$ cat src/sds_pkg.sv
`default_nettype none

package sds_pkg;

	// Operand capacity and derived widths
	localparam int MAX_DIGITS   = 64;
	localparam int DIG_AW       = $clog2(MAX_DIGITS);
	localparam int LEN_W        = $clog2(MAX_DIGITS + 1);
	localparam int DIGIT_W      = 4;
	localparam int DECIMAL_BASE = 10;

	typedef logic [DIGIT_W-1:0] digit_t;
	typedef logic [LEN_W-1:0]   len_t;

	localparam digit_t DIGIT_MAX = digit_t'(DECIMAL_BASE - 1);

	// Datapath operations, one per microcode step
	typedef enum logic [3:0] {
		OP_LOAD,
		OP_INIT,
		OP_CMP_RD,
		OP_CMP_EV,
		OP_SUB_INIT,
		OP_SUB_RD,
		OP_SUB_EV,
		OP_EMIT_INIT,
		OP_EMIT_RD,
		OP_EMIT_PUSH,
		OP_CLEAR
	} op_t;

	// Jump conditions: taken means go to target, otherwise fall through
	typedef enum logic [2:0] {
		CND_ALWAYS,
		CND_NO_START,
		CND_P_ZERO,
		CND_P_EQ_N,
		CND_P_NOT_ONE
	} cond_t;

	typedef logic [3:0] step_t;

	localparam step_t ST_IDLE      = 4'd0;
	localparam step_t ST_INIT      = 4'd1;
	localparam step_t ST_CMP_RD    = 4'd2;
	localparam step_t ST_CMP_EV    = 4'd3;
	localparam step_t ST_SUB_INIT  = 4'd4;
	localparam step_t ST_SUB_RD    = 4'd5;
	localparam step_t ST_SUB_EV    = 4'd6;
	localparam step_t ST_EMIT_INIT = 4'd7;
	localparam step_t ST_EMIT_RD   = 4'd8;
	localparam step_t ST_EMIT_PUSH = 4'd9;
	localparam step_t ST_CLEAR     = 4'd10;

	typedef struct packed {
		op_t   op;
		cond_t cond;
		step_t target;
	} uword_t;

	// Status from datapath to sequencer
	typedef struct packed {
		logic start;
		logic p_zero;
		logic p_eq_n;
		logic p_one;
		logic hold;
	} dp_flags_t;

	// Microcode ROM
	function automatic uword_t ucode(input step_t s);
		uword_t w;
		case (s)
			ST_IDLE:      w = '{OP_LOAD,      CND_NO_START,  ST_IDLE};
			ST_INIT:      w = '{OP_INIT,      CND_ALWAYS,    ST_CMP_RD};
			ST_CMP_RD:    w = '{OP_CMP_RD,    CND_P_ZERO,    ST_SUB_INIT};
			ST_CMP_EV:    w = '{OP_CMP_EV,    CND_ALWAYS,    ST_CMP_RD};
			ST_SUB_INIT:  w = '{OP_SUB_INIT,  CND_ALWAYS,    ST_SUB_RD};
			ST_SUB_RD:    w = '{OP_SUB_RD,    CND_P_EQ_N,    ST_EMIT_INIT};
			ST_SUB_EV:    w = '{OP_SUB_EV,    CND_ALWAYS,    ST_SUB_RD};
			ST_EMIT_INIT: w = '{OP_EMIT_INIT, CND_ALWAYS,    ST_EMIT_RD};
			ST_EMIT_RD:   w = '{OP_EMIT_RD,   CND_ALWAYS,    ST_EMIT_PUSH};
			ST_EMIT_PUSH: w = '{OP_EMIT_PUSH, CND_P_NOT_ONE, ST_EMIT_RD};
			ST_CLEAR:     w = '{OP_CLEAR,     CND_ALWAYS,    ST_IDLE};
			default:      w = '{OP_CLEAR,     CND_ALWAYS,    ST_IDLE};
		endcase
		return w;
	endfunction

endpackage

`default_nettype wire

$ cat src/sds_in_if.sv
`default_nettype none

// Operand digit channel
interface sds_in_if;
	logic              valid;
	logic              ready;
	logic              kind;
	sds_pkg::digit_t   digit;
	logic              last;

	modport source (output valid, kind, digit, last, input ready);
	modport sink   (input valid, kind, digit, last, output ready);
endinterface

`default_nettype wire

$ cat src/sds_out_if.sv
`default_nettype none

// Difference digit channel
interface sds_out_if;
	logic              valid;
	logic              ready;
	logic              negative;
	sds_pkg::digit_t   digit_out;
	logic              last_out;
	logic              overflow;

	modport source (output valid, negative, digit_out, last_out, overflow, input ready);
	modport sink   (input valid, negative, digit_out, last_out, overflow, output ready);
endinterface

`default_nettype wire

$ cat src/sds_ram.sv
`default_nettype none

// Simple dual-port RAM, registered read that holds while re is low
module sds_ram #(
	parameter int WIDTH = 4,
	parameter int DEPTH = 64
) (
	input  wire logic                     clk,
	input  wire logic                     we,
	input  wire logic [$clog2(DEPTH)-1:0] waddr,
	input  wire logic [WIDTH-1:0]         wdata,
	input  wire logic                     re,
	input  wire logic [$clog2(DEPTH)-1:0] raddr,
	output      logic [WIDTH-1:0]         rdata
);

	logic [WIDTH-1:0] mem_q [DEPTH];

	always_ff @(posedge clk) begin
		if (we) begin
			mem_q[waddr] <= wdata;
		end
		if (re) begin
			rdata <= mem_q[raddr];
		end
	end

endmodule

`default_nettype wire

$ cat src/sds_sequencer.sv
`default_nettype none

// Step counter over the microcode ROM with conditional jumps
module sds_sequencer (
	input  wire logic                clk,
	input  wire logic                arst_n,
	input  wire sds_pkg::dp_flags_t  flags,
	output      sds_pkg::op_t        op
);
	import sds_pkg::*;

	step_t  step_q;
	uword_t uw;
	logic   taken;

	assign uw = ucode(step_q);
	assign op = uw.op;

	// Jump condition
	always_comb begin
		case (uw.cond)
			CND_ALWAYS:    taken = 1'b1;
			CND_NO_START:  taken = !flags.start;
			CND_P_ZERO:    taken = flags.p_zero;
			CND_P_EQ_N:    taken = flags.p_eq_n;
			CND_P_NOT_ONE: taken = !flags.p_one;
			default:       taken = 1'b1;
		endcase
	end

	always_ff @(posedge clk or negedge arst_n) begin
		if (!arst_n) begin
			step_q <= ST_IDLE;
		end else if (!flags.hold) begin
			step_q <= taken ? uw.target : step_t'(step_q + 1'b1);
		end
	end

endmodule

`default_nettype wire

$ cat src/signed_decimal_subtractor_core.sv
`default_nettype none

// Signed decimal subtractor.
// operand (sink): one decimal digit per transfer, most significant first;
//   kind 0 feeds the minuend, kind 1 the subtrahend. last on a subtrahend
//   digit closes the pair and starts the computation. Ready is high
//   only while the block is loading.
// result (source): the difference magnitude, most significant digit first,
//   leading zeros removed (a single zero is kept), each with the sign flag,
//   overflow flag and a last mark on the final digit.
// Flow, with n the longer operand length (at least 1): a microcoded
//   sequencer walks the n places of the stored digits through one read
//   port per number, comparing from the top place to find the sign, then
//   subtracting from the bottom into a difference store, then pushing the
//   digits out; a clear step follows before loading resumes.
// Digits above nine are stored as nine; digits beyond the capacity are
//   dropped and raise overflow for that pair.
// Reset clears lengths, flags, sequencer and the output valid flag; digit
//   stores are not cleared. A stalled receiver holds the result register
//   and the sequencer waits on it; nothing is lost.
module signed_decimal_subtractor_core (
	input  wire logic clk,
	input  wire logic arst_n,
	sds_in_if.sink    operand,
	sds_out_if.source result
);
	import sds_pkg::*;

	op_t       op;
	dp_flags_t flags;

	len_t   fst_len_q, snd_len_q, n_q, p_q, top_q;
	logic   ovf_q, lt_q, decided_q, borrow_q;
	logic   in_xfer, fst_we, snd_we, rd_en;
	digit_t din_sat, fst_rd, snd_rd, dif_rd;
	len_t   place, fst_idx, snd_idx, dif_idx;
	digit_t a_dig, b_dig, big, sml, diff;
	logic [DIGIT_W:0] small_w;
	logic   out_valid_q, out_neg_q, out_last_q, out_ovf_q, out_free;
	digit_t out_digit_q;

	// Input side
	assign operand.ready = (op == OP_LOAD);
	assign in_xfer       = operand.valid && operand.ready;
	assign din_sat       = (operand.digit > DIGIT_MAX) ? DIGIT_MAX : operand.digit;
	assign fst_we = in_xfer && !operand.kind && (fst_len_q < len_t'(MAX_DIGITS));
	assign snd_we = in_xfer && operand.kind && (snd_len_q < len_t'(MAX_DIGITS));

	// Place being worked on, counted from the least significant digit
	assign place   = (op inside {OP_CMP_RD, OP_CMP_EV}) ? len_t'(p_q - 1'b1) : p_q;
	assign fst_idx = len_t'(fst_len_q - 1'b1 - place);
	assign snd_idx = len_t'(snd_len_q - 1'b1 - place);
	assign dif_idx = len_t'(p_q - 1'b1);
	assign rd_en   = (op inside {OP_CMP_RD, OP_SUB_RD});

	sds_ram #(.WIDTH(DIGIT_W), .DEPTH(MAX_DIGITS)) u_fst_ram (
		.clk   (clk),
		.we    (fst_we),
		.waddr (fst_len_q[DIG_AW-1:0]),
		.wdata (din_sat),
		.re    (rd_en),
		.raddr (fst_idx[DIG_AW-1:0]),
		.rdata (fst_rd)
	);

	sds_ram #(.WIDTH(DIGIT_W), .DEPTH(MAX_DIGITS)) u_snd_ram (
		.clk   (clk),
		.we    (snd_we),
		.waddr (snd_len_q[DIG_AW-1:0]),
		.wdata (din_sat),
		.re    (rd_en),
		.raddr (snd_idx[DIG_AW-1:0]),
		.rdata (snd_rd)
	);

	sds_ram #(.WIDTH(DIGIT_W), .DEPTH(MAX_DIGITS)) u_dif_ram (
		.clk   (clk),
		.we    (op == OP_SUB_EV),
		.waddr (p_q[DIG_AW-1:0]),
		.wdata (diff),
		.re    (op == OP_EMIT_RD),
		.raddr (dif_idx[DIG_AW-1:0]),
		.rdata (dif_rd)
	);

	// Digits above an operand's length read as zero
	assign a_dig = (place < fst_len_q) ? fst_rd : '0;
	assign b_dig = (place < snd_len_q) ? snd_rd : '0;

	// One digit of subtraction with borrow
	assign big     = lt_q ? b_dig : a_dig;
	assign sml     = lt_q ? a_dig : b_dig;
	assign small_w = {1'b0, sml} + {{DIGIT_W{1'b0}}, borrow_q};
	always_comb begin
		if ({1'b0, big} >= small_w) begin
			diff = digit_t'({1'b0, big} - small_w);
		end else begin
			diff = digit_t'({1'b0, big} + (DIGIT_W+1)'(DECIMAL_BASE) - small_w);
		end
	end

	// Sequencer status
	assign out_free     = !out_valid_q || result.ready;
	assign flags.start  = in_xfer && operand.kind && operand.last;
	assign flags.p_zero = (p_q == '0);
	assign flags.p_eq_n = (p_q == n_q);
	assign flags.p_one  = (p_q == len_t'(1));
	assign flags.hold   = (op == OP_EMIT_PUSH) && !out_free;

	sds_sequencer u_seq (
		.clk    (clk),
		.arst_n (arst_n),
		.flags  (flags),
		.op     (op)
	);

	// Datapath registers
	always_ff @(posedge clk or negedge arst_n) begin
		if (!arst_n) begin
			fst_len_q <= '0;
			snd_len_q <= '0;
			ovf_q     <= 1'b0;
			n_q       <= '0;
			p_q       <= '0;
			top_q     <= '0;
			lt_q      <= 1'b0;
			decided_q <= 1'b0;
			borrow_q  <= 1'b0;
		end else begin
			case (op)
				OP_LOAD: begin
					if (in_xfer) begin
						if (fst_we) begin
							fst_len_q <= len_t'(fst_len_q + 1'b1);
						end else if (snd_we) begin
							snd_len_q <= len_t'(snd_len_q + 1'b1);
						end else begin
							ovf_q <= 1'b1;
						end
					end
				end
				OP_INIT: begin
					// n = max(lengths, 1); an empty pair still yields a zero
					if (fst_len_q >= snd_len_q && fst_len_q != '0) begin
						n_q <= fst_len_q;
						p_q <= fst_len_q;
					end else if (snd_len_q != '0) begin
						n_q <= snd_len_q;
						p_q <= snd_len_q;
					end else begin
						n_q <= len_t'(1);
						p_q <= len_t'(1);
					end
					lt_q      <= 1'b0;
					decided_q <= 1'b0;
				end
				OP_CMP_EV: begin
					// first differing place from the top decides the sign
					if (!decided_q && a_dig != b_dig) begin
						decided_q <= 1'b1;
						lt_q      <= (a_dig < b_dig);
					end
					p_q <= len_t'(p_q - 1'b1);
				end
				OP_SUB_INIT: begin
					p_q      <= '0;
					borrow_q <= 1'b0;
					top_q    <= len_t'(1);
				end
				OP_SUB_EV: begin
					borrow_q <= ({1'b0, big} < small_w);
					if (diff != '0) begin
						top_q <= len_t'(p_q + 1'b1);
					end
					p_q <= len_t'(p_q + 1'b1);
				end
				OP_EMIT_INIT: begin
					p_q <= top_q;
				end
				OP_EMIT_PUSH: begin
					if (out_free) begin
						p_q <= len_t'(p_q - 1'b1);
					end
				end
				OP_CLEAR: begin
					fst_len_q <= '0;
					snd_len_q <= '0;
					ovf_q     <= 1'b0;
				end
				default: begin
				end
			endcase
		end
	end

	// Output register
	always_ff @(posedge clk or negedge arst_n) begin
		if (!arst_n) begin
			out_valid_q <= 1'b0;
		end else if (op == OP_EMIT_PUSH && out_free) begin
			out_valid_q <= 1'b1;
		end else if (result.ready) begin
			out_valid_q <= 1'b0;
		end
	end

	always_ff @(posedge clk) begin
		if (op == OP_EMIT_PUSH && out_free) begin
			out_neg_q   <= lt_q;
			out_digit_q <= dif_rd;
			out_last_q  <= flags.p_one;
			out_ovf_q   <= ovf_q;
		end
	end

	assign result.valid     = out_valid_q;
	assign result.negative  = out_neg_q;
	assign result.digit_out = out_digit_q;
	assign result.last_out  = out_last_q;
	assign result.overflow  = out_ovf_q;

	// Checks
	a_sub_in_range: assert property (@(posedge clk) disable iff (!arst_n)
		(op == OP_SUB_EV) |-> (p_q < n_q))
		else $error("subtract place beyond operand length");

	a_top_valid: assert property (@(posedge clk) disable iff (!arst_n)
		(op == OP_EMIT_INIT) |-> (top_q != '0 && top_q <= n_q))
		else $error("result length out of range");

	a_digit_decimal: assert property (@(posedge clk) disable iff (!arst_n)
		result.valid |-> (result.digit_out <= DIGIT_MAX))
		else $error("result digit is not decimal");

endmodule

`default_nettype wire

$ cat src/flat_wrapper.sv
// flat-port wrapper written by rule: the top's interface ports become plain ports
module signed_decimal_subtractor_core_flat import sds_pkg::*;
  (clk, arst_n, operand_valid, operand_kind, operand_digit, operand_last, operand_ready, result_valid, result_negative, result_digit_out, result_last_out, result_overflow, result_ready);
  sds_in_if operand_i ();
  sds_out_if result_i ();
  input  wire logic clk;
  input  wire logic arst_n;
  input wire logic [$bits(operand_i.valid)-1:0] operand_valid;
  input wire logic [$bits(operand_i.kind)-1:0] operand_kind;
  input wire logic [$bits(operand_i.digit)-1:0] operand_digit;
  input wire logic [$bits(operand_i.last)-1:0] operand_last;
  output wire logic [$bits(operand_i.ready)-1:0] operand_ready;
  output wire logic [$bits(result_i.valid)-1:0] result_valid;
  output wire logic [$bits(result_i.negative)-1:0] result_negative;
  output wire logic [$bits(result_i.digit_out)-1:0] result_digit_out;
  output wire logic [$bits(result_i.last_out)-1:0] result_last_out;
  output wire logic [$bits(result_i.overflow)-1:0] result_overflow;
  input wire logic [$bits(result_i.ready)-1:0] result_ready;
  assign operand_i.valid = operand_valid;
  assign operand_i.kind = operand_kind;
  assign operand_i.digit = operand_digit;
  assign operand_i.last = operand_last;
  assign operand_ready = operand_i.ready;
  assign result_valid = result_i.valid;
  assign result_negative = result_i.negative;
  assign result_digit_out = result_i.digit_out;
  assign result_last_out = result_i.last_out;
  assign result_overflow = result_i.overflow;
  assign result_i.ready = result_ready;
  signed_decimal_subtractor_core u_core (.clk(clk), .arst_n(arst_n), .operand(operand_i), .result(result_i));
endmodule
$ cat config.mk
export PLATFORM = sky130hd
export DESIGN_NAME = signed_decimal_subtractor_core_flat
export DESIGN_NICKNAME = d
export VERILOG_FILES = /design/src/sds_pkg.sv /design/src/sds_in_if.sv /design/src/sds_out_if.sv /design/src/sds_ram.sv /design/src/sds_sequencer.sv /design/src/signed_decimal_subtractor_core.sv /design/src/flat_wrapper.sv
export SDC_FILE = /design/constraint.sdc
export NUM_CORES = 1
export LEC_CHECK = 0
export ABC_AREA = 1
export BUFFER_PORTS_ARGS = -buffer_cell sky130_fd_sc_hd__clkbuf_2
export CORE_UTILIZATION = 44
export DETAILED_ROUTE_END_ITERATION = 7
export GPL_ROUTABILITY_DRIVEN = 0
export SYNTH_ARGS = -nofsm -noshare
export SYNTH_HDL_FRONTEND = slang
export SYNTH_SLANG_ARGS = --single-unit
$ cat constraint.sdc
create_clock -name clk -period 7.5 [get_ports clk]
set_input_delay 1.5 -clock clk [delete_from_list [all_inputs] [get_ports clk]]
set_output_delay 1.5 -clock clk [all_outputs]
set_load 0.05 [all_outputs]
==> After elaboration in Yosys (flattened, before gate mapping) <==
Memory sizes are Yosys's and may differ from the RTL's. A register that Yosys moved wholly into a read port is not among the register bits.
Index checks and enable logic that the tools add are counted.
{ "word_totals": {"romBits": 176, "regBits": 51, "n_memories": 4, "latch_bits": 0, "ramBits": 768} }
{ "classes": {"n_reduce_logical": 35, "n_mul": 0, "eq_ne": 25, "shift": 0, "div": 0, "order_cmp": 9, "mux": 39, "bitwise": 0, "n_addsub": 13} }
{ "memory_table": {"columns": ["memory", "depth", "width", "read_ports", "rd_clocked_by_memory_dff", "write_ports", "line", "text"], "rows": [
  ["u_core.u_dif_ram.mem_q", 64, 4, 1, 1, 1, "sds_ram.sv:17", "logic [WIDTH-1:0] mem_q [DEPTH];"],
  ["u_core.u_fst_ram.mem_q", 64, 4, 1, 1, 1, "sds_ram.sv:17", null],
  ["u_core.u_snd_ram.mem_q", 64, 4, 1, 1, 1, "sds_ram.sv:17", null],
  ["(name not given)", 16, 11, 1, 0, 0, "sds_pkg.sv:73", "case (s)"]
]} }
{ "op_table": {"columns": ["cell", "count"], "rows": [
  ["$mux 7", 10],
  ["$pmux 7 s2", 3],
  ["$pmux 7 s6", 1],
  ["$mux 4", 7],
  ["$add 7x1->7 const B", 3],
  ["$eq 4x3->1 const B", 4],
  ["$lt 7x7->1", 2],
  ["$lt 7x7->1 const B", 2],
  ["$reduce_bool 7->1", 2],
  ["$mux 1", 13],
  ["$eq 4x4->1 const B", 3],
  ["$ne 2x2->1 const B", 6],
  ["$reduce_bool 2->1", 6],
  ["$sub 6x1->6 const B", 2],
  ["$sub 6x6->6", 2],
  ["$logic_and 1x1->1", 10],
  ["$eq 4x2->1 const B", 2],
  ["$pmux 1 s2", 4],
  ["$reduce_and 4->1", 2],
  ["$sub 4x4->4", 2],
  ["$eq 7x1->1 const B", 1],
  ["$eq 7x7->1", 1],
  ["$ge 7x7->1", 1],
  ["$logic_not 7->1", 1],
  ["22 further kinds", 31]
]} }

==> Longest topological paths before layout <==
Gate-level depths: netlist of the first run.
An unclocked memory read counts as a cell.
{ "depth": {"depth_word": 13, "mapped_depth": 37, "mapped_depth_nobuf": 36} }

==> Hierarchy <==
Synthesis of the first run repeated with hierarchy kept, for this count alone.
{ "unflattened": {"hier_cells": 3473, "area_unflattened_um2": 37415.9} }
{ "modules_own_cells": {"columns": ["module", "n_inst", "cells_each", "area_per_inst_um2"], "rows": [
  ["sds_ram", 3, 948, 10921.7],
  ["signed_decimal_subtractor_core", 1, 556, 4176.5],
  ["sds_sequencer", 1, 73, 474.2]
]} }

==> Worst setup path before layout of the first run <==
OpenSTA, ideal clock, no wires.
{ "synth_timing": {"path_kind": "register to register", "startpoint": "reg u_core.p_q[0]", "endpoint": "reg u_core.top_q[0]", "stages_incl_launch_ff": 35, "path_slack_ps": 1275, "setup_time_ps": 117, "t_arrival_ps": 6108, "cell_sequence": "dfrtp_1 buf_4 inv_1 buf_2 buf_2 buf_2 ha_1 xor2_1 buf_2 buf_1 nand2_1 o21ai_0 ha_1 a21oi_1 nand2_1 nand2_1 nand2_1 nor2_1 nand2_1 o21ai_0 ha_1 ha_1 inv_1 ha_1 inv_1 ha_1 fa_1 xor2_1 nand2_1 nand2_1 inv_1 nand3_2 nand2_2 nand2_1 nand2_1"} }
{ "synth_via": {"elab_chain_cells": 11} }
{ "synth_rtl": {"columns": ["item", "line", "text"], "rows": [
  ["from (decl)", "signed_decimal_subtractor_core.sv:32", "len_t fst_len_q, snd_len_q, n_q, p_q, top_q;"],
  ["from (signal assigned)", "signed_decimal_subtractor_core.sv:146", "p_q <= fst_len_q;"],
  ["from (signal assigned)", "signed_decimal_subtractor_core.sv:149", "p_q <= snd_len_q;"],
  ["from (signal assigned)", "signed_decimal_subtractor_core.sv:152", "p_q <= len_t'(1);"],
  ["$sub 7x1->7", "signed_decimal_subtractor_core.sv:50", "assign place = (op inside {OP_CMP_RD, OP_CMP_EV}) ? len_t'(p_q - 1'b1) : p_q;"],
  ["$mux 7 *", "signed_decimal_subtractor_core.sv:50", null],
  ["$lt 7x7->1 (on tied branches)", "signed_decimal_subtractor_core.sv:87, signed_decimal_subtractor_core.sv:88", null],
  ["$mux 4 (on tied branches)", "signed_decimal_subtractor_core.sv:87, signed_decimal_subtractor_core.sv:88", null],
  ["$mux 4 (on tied branches)", "signed_decimal_subtractor_core.sv:91, signed_decimal_subtractor_core.sv:92", null],
  ["$add 4x4->4 / $add 4x1->5 (equally long branches)", "signed_decimal_subtractor_core.sv:98, signed_decimal_subtractor_core.sv:93", null],
  ["$sub 4x4->4, or another cell as far along", "signed_decimal_subtractor_core.sv:98", "diff = digit_t'({1'b0, big} + (DIGIT_W+1)'(DECIMAL_BASE) - small_w);"],
  ["$mux 4 *", "signed_decimal_subtractor_core.sv:95", "if ({1'b0, big} >= small_w) begin"],
  ["via u_core.diff[3]", "signed_decimal_subtractor_core.sv:37", "digit_t a_dig, b_dig, big, sml, diff;"],
  ["$reduce_bool 4->1 *", "signed_decimal_subtractor_core.sv:172", "if (diff != '0) begin"],
  ["$ne 2x1->1 (no line) *", null, null],
  ["$reduce_and 2->1 (no line) *", null, null],
  ["to (signal assigned)", "signed_decimal_subtractor_core.sv:168", "top_q <= len_t'(1);"],
  ["to (signal assigned)", "signed_decimal_subtractor_core.sv:173", "top_q <= len_t'(p_q + 1'b1);"],
  ["to (decl)", "signed_decimal_subtractor_core.sv:32", null]
]} }
The timed path passes the listed nets; every way through them passes the cells marked *. The select of a mux whose other input is x is not followed.
A chain may end at the register's enable or synchronous reset.

==> Worst setup path after layout of the first run <==
{ "layout_timing": {"startpoint": "reg u_core.p_q[0]", "endpoint": "reg u_core.top_q[5]"} }
Same word-level chain as after synthesis.

==> flow_summary.json, run 1 <==
{
  "status": "finished clean",
  "cts_resized": 0,
  "clk_pin_slew_ns": 0.06,
  "grt_setup_unrepaired": "false",
  "worst_pin_slew_ns": 1.183,
  "worst_clock_skew_ns": 0.04946,
  "drtIter0Drc": 2449,
  "slew_viol_final": 0,
  "grt_pass1_wl_um": 137700,
  "critPathArrivalTime_ns": 7.07,
  "setup_viol": 0,
  "die_h_um": 288.3,
  "drv_cap": 0,
  "post-route-util_pct": 49.41,
  "cp_max_fo": 69,
  "path_class": "reg2reg",
  "num_rows": 104,
  "design_area_mm2": 0.03992,
  "wl_um": 88680,
  "layout_setup_ws_ns": 1.026,
  "avgViaCountPerCell": 5.708,
  "routedWlPerCell_um": 21.10,
  "path_delay_family": "simple AND/OR/NAND/NOR gates",
  "multiInputGateArea_mm2": 0.01027,
  "crit_path_start_kind": "register",
  "path_buf_inv": 4,
  "io_buffers": 18,
  "vias": 23990,
  "nets": 3147,
  "numCtsBuffers": 87,
  "hold_violations": 0,
  "post_cts_buffers": 0,
  "ctsHtreeMaxLevel": 3,
  "cts-root-buf": "clkbuf_16",
  "slowest_delay_ns": 0.69,
  "grt_max_degree": 129,
  "tritoncts": "built",
  "diodes": 0,
  "syn-num-nets": 3184,
  "synth_warnings": 0,
  "grt_pass1_vias": 23910,
  "dp_slack_ns": 1.022,
  "cts_buffer_depth": 3,
  "fillerInstances": 7032,
  "die_area_mm2": 0.08313,
  "synth_ff_type": "edfxtp_1",
  "cpMostUsedCell": "nand2_1",
  "regArea_mm2": 0.02474,
  "area_growth_pct": 10.68,
  "cts_hold_buf": 0,
  "synth-seq-area-share_pct": 68.57,
  "clock_latency_ns": 0.66,
  "finalCritPeriodShare_pct": 86.32,
  "place_area_mm2": 0.03711,
  "fin_crit_ns": 6.474,
  "core_mm2": 0.08081,
  "async_flop_share_pct": 5.295,
  "worstSetupEndpointType": "register",
  "critical-path-slowest-cell": "dfrtp_4",
  "postSynthAreaPerCell_um2": 11.58,
  "syn_inst": 3115,
  "required_ns": 8.10,
  "setup_tns_ns": 0,
  "synth_area_mm2": 0.03607,
  "clock_sinks": 831,
  "synth_seq_cells": 831,
  "synth-edff-count": 787,
  "clock.fmax_mhz": 154.5,
  "initial_core_util_pct": 44.64,
  "detail_route.first_pass.iterations": 6,
  "grt_overflow": 0,
  "drt.antenna.violating_nets": 0,
  "drc": 0,
  "die_x_um": 288.3,
  "slew_headroom_pct": 21.14,
  "drive_gt1_share_pct": 7.191,
  "io_pins": 19,
  "synthDistinctLibCells": 55,
  "min_path_type": "reg2reg",
  "grt_use_total_pct": 21.50,
  "grt_antenna_before_repair": 0,
  "hpwl_um": 54850
}
==> sequential cells by signal (all words and copies together) (netlist names), 4 cells and up <==
name	cells
u_core.u_fst_ram.rdata	4
u_core.fst_len_q	7
u_core.u_seq.step_q	4
u_core.top_q	7
u_core.u_dif_ram.mem_q	256
u_core.u_fst_ram.mem_q	256
u_core.snd_len_q	7
u_core.result.digit_out	4
u_core.u_dif_ram.rdata	4
u_core.u_snd_ram.rdata	4
u_core.n_q	7
u_core.u_snd_ram.mem_q	256
u_core.p_q	7
==> cells by family (layout without fill, tap and decap cells) <==
logic type	after synthesis	in the layout	share of synthesized area, %
xor+xnor	24	24	0.6452
fa+ha+maj	59	59	2.130
simple gates	1300	1300	14.82
flops	831	831	68.57
compound gates	606	606	10.58
buf+inv	295	323	3.264
==> Yosys cell counts, types with 2 or more instances <==
master	n	area (µm²)
nand3_2	3	30.03
xor2_1	15	131.4
dfrtp_1	44	1101
o21ai_0	199	996.0
nor4_1	2	12.51
nand4_1	16	100.1
nand3_1	166	830.8
nor3_4	2	32.53
buf_1	13	48.80
clkbuf_1	123	461.7
nor3_1	24	120.1
nor2_4	5	56.30
xor2_2	3	48.80
o221ai_1	32	280.3
nand3b_1	3	22.52
nand2_2	9	56.30
o211ai_1	33	247.7
o21ai_1	2	10.01
ha_1	55	688.2
nand2_1	677	2541
a21oi_1	156	780.8
a31oi_1	14	87.58
edfxtp_1	787	23630
a221oi_1	2	17.52
buf_2	29	145.1
nor3_2	2	20.02
o22ai_1	32	200.2
inv_1	108	405.4
nor2_1	382	1434
fa_1	4	80.08
clkinv_1	4	15.01
xnor2_1	6	52.55
a32oi_1	128	1121
buf_4	5	37.54
inv_2	10	37.54
==> final timing paths <==
path,depth (start not counted),slack [ns],from,to
worst max-delay path,31,1.03,u_core.p_q[0],u_core.top_q[5]
worst min-delay path,0,0.42,u_core.u_dif_ram.rdata[2],u_core.result.digit_out[2]
worst max register to register,31,1.03,u_core.p_q[0],u_core.top_q[5]
worst min register to register,0,0.42,u_core.u_dif_ram.rdata[2],u_core.result.digit_out[2]
max in group asynchronous,2,6.03,arst_n,u_core.p_q[0]
min in group asynchronous,2,0.99,arst_n,u_core.result.valid
==> final cells by class <==
type / count / area share, %
repair buffers: 45 / 0.7490
flip-flops and latches: 831 / 61.96
inverters: 124 / 1.197
multi-input cells: 1989 / 25.72
clock buffers: 102 / 5.647
clock inverters: 52 / 1.407
well taps: 1060 / 3.322
==> through the flow <==
stage          hold slack, ns  cells
2_1_floorplan          0.4003   3115
3_3_place_gp           0.4051   4049
5_1_grt                0.4236   4203
4_1_cts                0.4202   4203
6_report               0.4191   4203
3_5_place_dp           0.4065   4049
==> placed cells by master (no fill, tap or decap), types with 10 or more instances in the layout <==
master | Yosys | routed
dfrtp_1 | 44 | 43
edfxtp_1 | 787 | 787
a21oi_1 | 156 | 156
nor2_1 | 382 | 381
clkbuf_16 | 0 | 88
o211ai_1 | 33 | 33
o221ai_1 | 32 | 32
o22ai_1 | 32 | 32
ha_1 | 55 | 53
nand2_1 | 677 | 674
a31oi_1 | 14 | 14
nand2_2 | 9 | 11
inv_2 | 10 | 10
clkbuf_2 | 0 | 17
o21ai_0 | 199 | 199
buf_4 | 5 | 27
clkbuf_1 | 123 | 14
nor3_1 | 24 | 24
clkinv_1 | 4 | 23
inv_1 | 108 | 103
xor2_1 | 15 | 12
nand4_1 | 16 | 16
nand3_1 | 166 | 166
clkinv_2 | 0 | 14
a32oi_1 | 128 | 128
==> layer usage <==
metal,track usage (%),part of all wire (%),wire length [µm]
met1,29.23,42,37650
met5,0,0,0
met3,3.136,6.8,6055
met2,35.07,48,42140
met4,8.082,3.2,2836
Power of run 1 is not shown: default switching activity piles up to over one toggle a cycle in this logic, so the estimate is an artifact.
==> run 2: changes to the inputs <==
--- a/config.mk
+++ b/config.mk
@@ -5,7 +5,6 @@
 export SDC_FILE = /design/constraint.sdc
 export NUM_CORES = 1
 export LEC_CHECK = 0
-export ABC_AREA = 1
 export BUFFER_PORTS_ARGS = -buffer_cell sky130_fd_sc_hd__clkbuf_2
 export CORE_UTILIZATION = 44
 export DETAILED_ROUTE_END_ITERATION = 7
@@ -13,3 +12,4 @@
 export SYNTH_ARGS = -nofsm -noshare
 export SYNTH_HDL_FRONTEND = slang
 export SYNTH_SLANG_ARGS = --single-unit
+export TNS_END_PERCENT = 100
==> run 2 against run 1 <==
Utilization increased by 0.41 points. Non-clock buffer count increased by 3. Fmax increased by 5.8%. Final area decreased by 1.4%. Die area decreased by 2.7%. Synthesized area decreased by 2.7%. Wire length decreased by 13%. First-iteration DRC count decreased by 29%. Critical path type unchanged.
==> flow_summary.json, run 2 <==
{
  "synthDistinctLibCells": 65,
  "hpwl_um": 49680,
  "drc": 0,
  "clock_sinks": 831,
  "grt_max_degree": 86,
  "layoutNonFillerInstCount": 3095,
  "cts_buffer_depth": 3,
  "holdPathStages": 0,
  "hold_violations": 0,
  "synth_area_mm2": 0.03510,
  "syn_inst": 1928,
  "setup_viol": 0,
  "status": "finished clean",
  "hold_end": "u_core.result.digit_out[3]",
  "clock_latency_ns": 0.64,
  "finalCritPeriodShare_pct": 81.56,
  "drv_cap": 0,
  "largest_registers": "u_core.u_dif_ram.mem_q: 256 flops, u_core.u_fst_ram.mem_q: 256 flops, u_core.u_snd_ram.mem_q: 256 flops",
  "setup_tns_ns": 0,
  "cts-root-buf": "clkbuf_16",
  "core_mm2": 0.07900,
  "die_h_um": 284.4,
  "avgViaCountPerCell": 5.724,
  "die_area_mm2": 0.08090,
  "cpMostUsedCell": "ha_1",
  "synth-seq-area-share_pct": 70.47,
  "worst_clock_skew_ns": 0.01892,
  "regToRegStartpoint": "u_core.p_q[4]",
  "drt.antenna.violating_nets": 0,
  "crit_path_cell_trace": "or3_1, nor2_1, nand2_1, xnor2_1, ha_1, nand4_1, a21oi_1, nor2_1, and2_1, mux2_2, ha_1, ha_1, inv_1, ha_1, nor2b_1, o21ai_1, a21boi_0, nand2b_1, nand2_1, mux2_2",
  "syn-num-nets": 1997,
  "die_x_um": 284.4,
  "io_pins": 19,
  "cts_resized": 0,
  "grt_pass1_wl_um": 117800,
  "path_class": "reg2reg",
  "layout_commonest_cell": "edfxtp_1",
  "reg2reg_to": "u_core.u_dif_ram.mem_q[31][2]",
  "synth_most_common_cell": "edfxtp_1",
  "tritoncts": "built",
  "grt_antenna_before_repair": 2,
  "synth_ff_type": "edfxtp_1",
  "drive_gt1_share_pct": 22.49,
  "ctsHtreeMaxLevel": 3,
  "rrSetupSlack_ns": 1.38,
  "cp_num_cells": 20,
  "postSynthAreaPerCell_um2": 18.20,
  "dp_cells": 2936,
  "path_buf_inv": 1,
  "synth-edff-count": 787,
  "wl_um": 77270,
  "final_cell_mix": "edfxtp_1 (787), nor2_1 (252), mux4_2 (244)",
  "slew_headroom_pct": 20.82,
  "initial_core_util_pct": 44.43,
  "required_ns": 7.76,
  "numCtsBuffers": 86,
  "nets": 2043,
  "detail_route.first_pass.iterations": 5,
  "yosys.area.top_type_share_pct": 67.34,
  "grt_overflow": 0,
  "yosys.area.top_type": "edfxtp_1",
  "io_buffers": 18,
  "crit_path_start_kind": "register",
  "routedWlPerCell_um": 24.97,
  "worst_pin_slew_ns": 1.188,
  "grt_pass1_vias": 18340,
  "cts_hold_buf": 0,
  "synth.area.top_cells": "edfxtp_1 (67%), mux4_2 (16%), dfrtp_1 (3.1%), nor2_1 (2.7%), ha_1 (2.0%)",
  "async_flop_share_pct": 5.295,
  "min_from": "u_core.u_dif_ram.rdata[3]",
  "clock.fmax_mhz": 163.5,
  "routed.top_layer": "met5",
  "slowest_delay_ns": 1.02,
  "grt_use_total_pct": 19.45,
  "ff2ff_path_depth": 20,
  "clk_pin_slew_ns": 0.07,
  "slew_viol_final": 0,
  "post-route-util_pct": 49.82,
  "wl_met1_um": 32890,
  "cp_max_fo": 64,
  "synth_seq_cells": 831,
  "diodes": 0,
  "critical-path-slowest-cell": "mux2_2",
  "vias": 17720,
  "synth_warnings": 0,
  "min_path_type": "reg2reg",
  "drtIter0Drc": 1734,
  "met2_length_um": 37810,
  "place_area_mm2": 0.03645,
  "post_cts_buffers": 0,
  "grt_setup_unrepaired": "false",
  "num_rows": 103,
  "area_growth_pct": 12.14,
  "synth_common_cells": "edfxtp_1 (787), nor2_1 (252), mux4_2 (244)",
  "worstSetupEndpointType": "register",
  "fin_crit_ns": 6.117,
  "design_area_mm2": 0.03936,
  "routed-wl-met3_um": 4702,
  "critPathArrivalTime_ns": 6.38,
  "path_delay_family": "simple AND/OR/NAND/NOR gates"
}
==> run 2: cell types whose count changed in the layout (fill, tap and decap cells not counted), sizes merged, moves of 30 or more <==
cell,change
a32oi,-128
inv,-76
a21oi,-118
nor2,-137
xnor2,+34
o22ai,-31
o211ai,-30
nand2,-625
o21ai,-174
nand3,-127
mux4,+244
==> run 2: cell type report <==
type	count	area, µm²
Clock buffer	100	2256
Clock inverter	59	650.6
Fill cell	6447	39640
Inverter	45	168.9
Multi-Input combinational cell	962	9911
Sequential cell	831	24740
Tap cell	1050	1314
Timing Repair Buffer	48	317.8
==> run 2: worst max path at each step <==
stage / start / end / slack [ns]
floorplan: u_core.p_q[0] / u_core.u_dif_ram.mem_q[0][3] / 0.24
global placement: u_core.p_q[4] / u_core.u_dif_ram.mem_q[55][2] / 1.68
detailed placement: u_core.p_q[4] / u_core.u_dif_ram.mem_q[55][2] / 1.45
CTS: u_core.p_q[4] / u_core.u_dif_ram.mem_q[58][2] / 1.42
global route: u_core.p_q[1] / u_core.u_dif_ram.mem_q[58][2] / 0.88
finish: u_core.p_q[4] / u_core.u_dif_ram.mem_q[31][2] / 1.38
==> run 2: kinds of logic after synthesis <==
| kind of cell | after synthesis | share of synthesized area [%] |
|---|---|---|
| mux | 266 | 16.31 |
| simple gates | 466 | 5.975 |
| fa+ha+maj | 59 | 2.189 |
| compound gates | 127 | 2.349 |
| xor+xnor | 44 | 1.098 |
| flops | 831 | 70.47 |
| buf+inv | 135 | 1.608 |
==> run 2: metrics by stage <==
step           hold WS [ns]  worst slack [ns]
4_1_cts              0.4213             1.420
5_1_grt              0.4451            0.8838
3_3_place_gp         0.4046             1.679
2_1_floorplan        0.4003            0.2387
6_report             0.4235             1.383
3_5_place_dp         0.4045             1.449
==> run 2: layer usage <==
metal / GRT usage [%] / up-vias
met5: 0 / -
met4: 5.712 / 4
met3: 3.700 / 126
met2: 31.35 / 579
met1: 27.00 / 9228
li1: - / 7780
Power of run 2 is left out for the same reason.
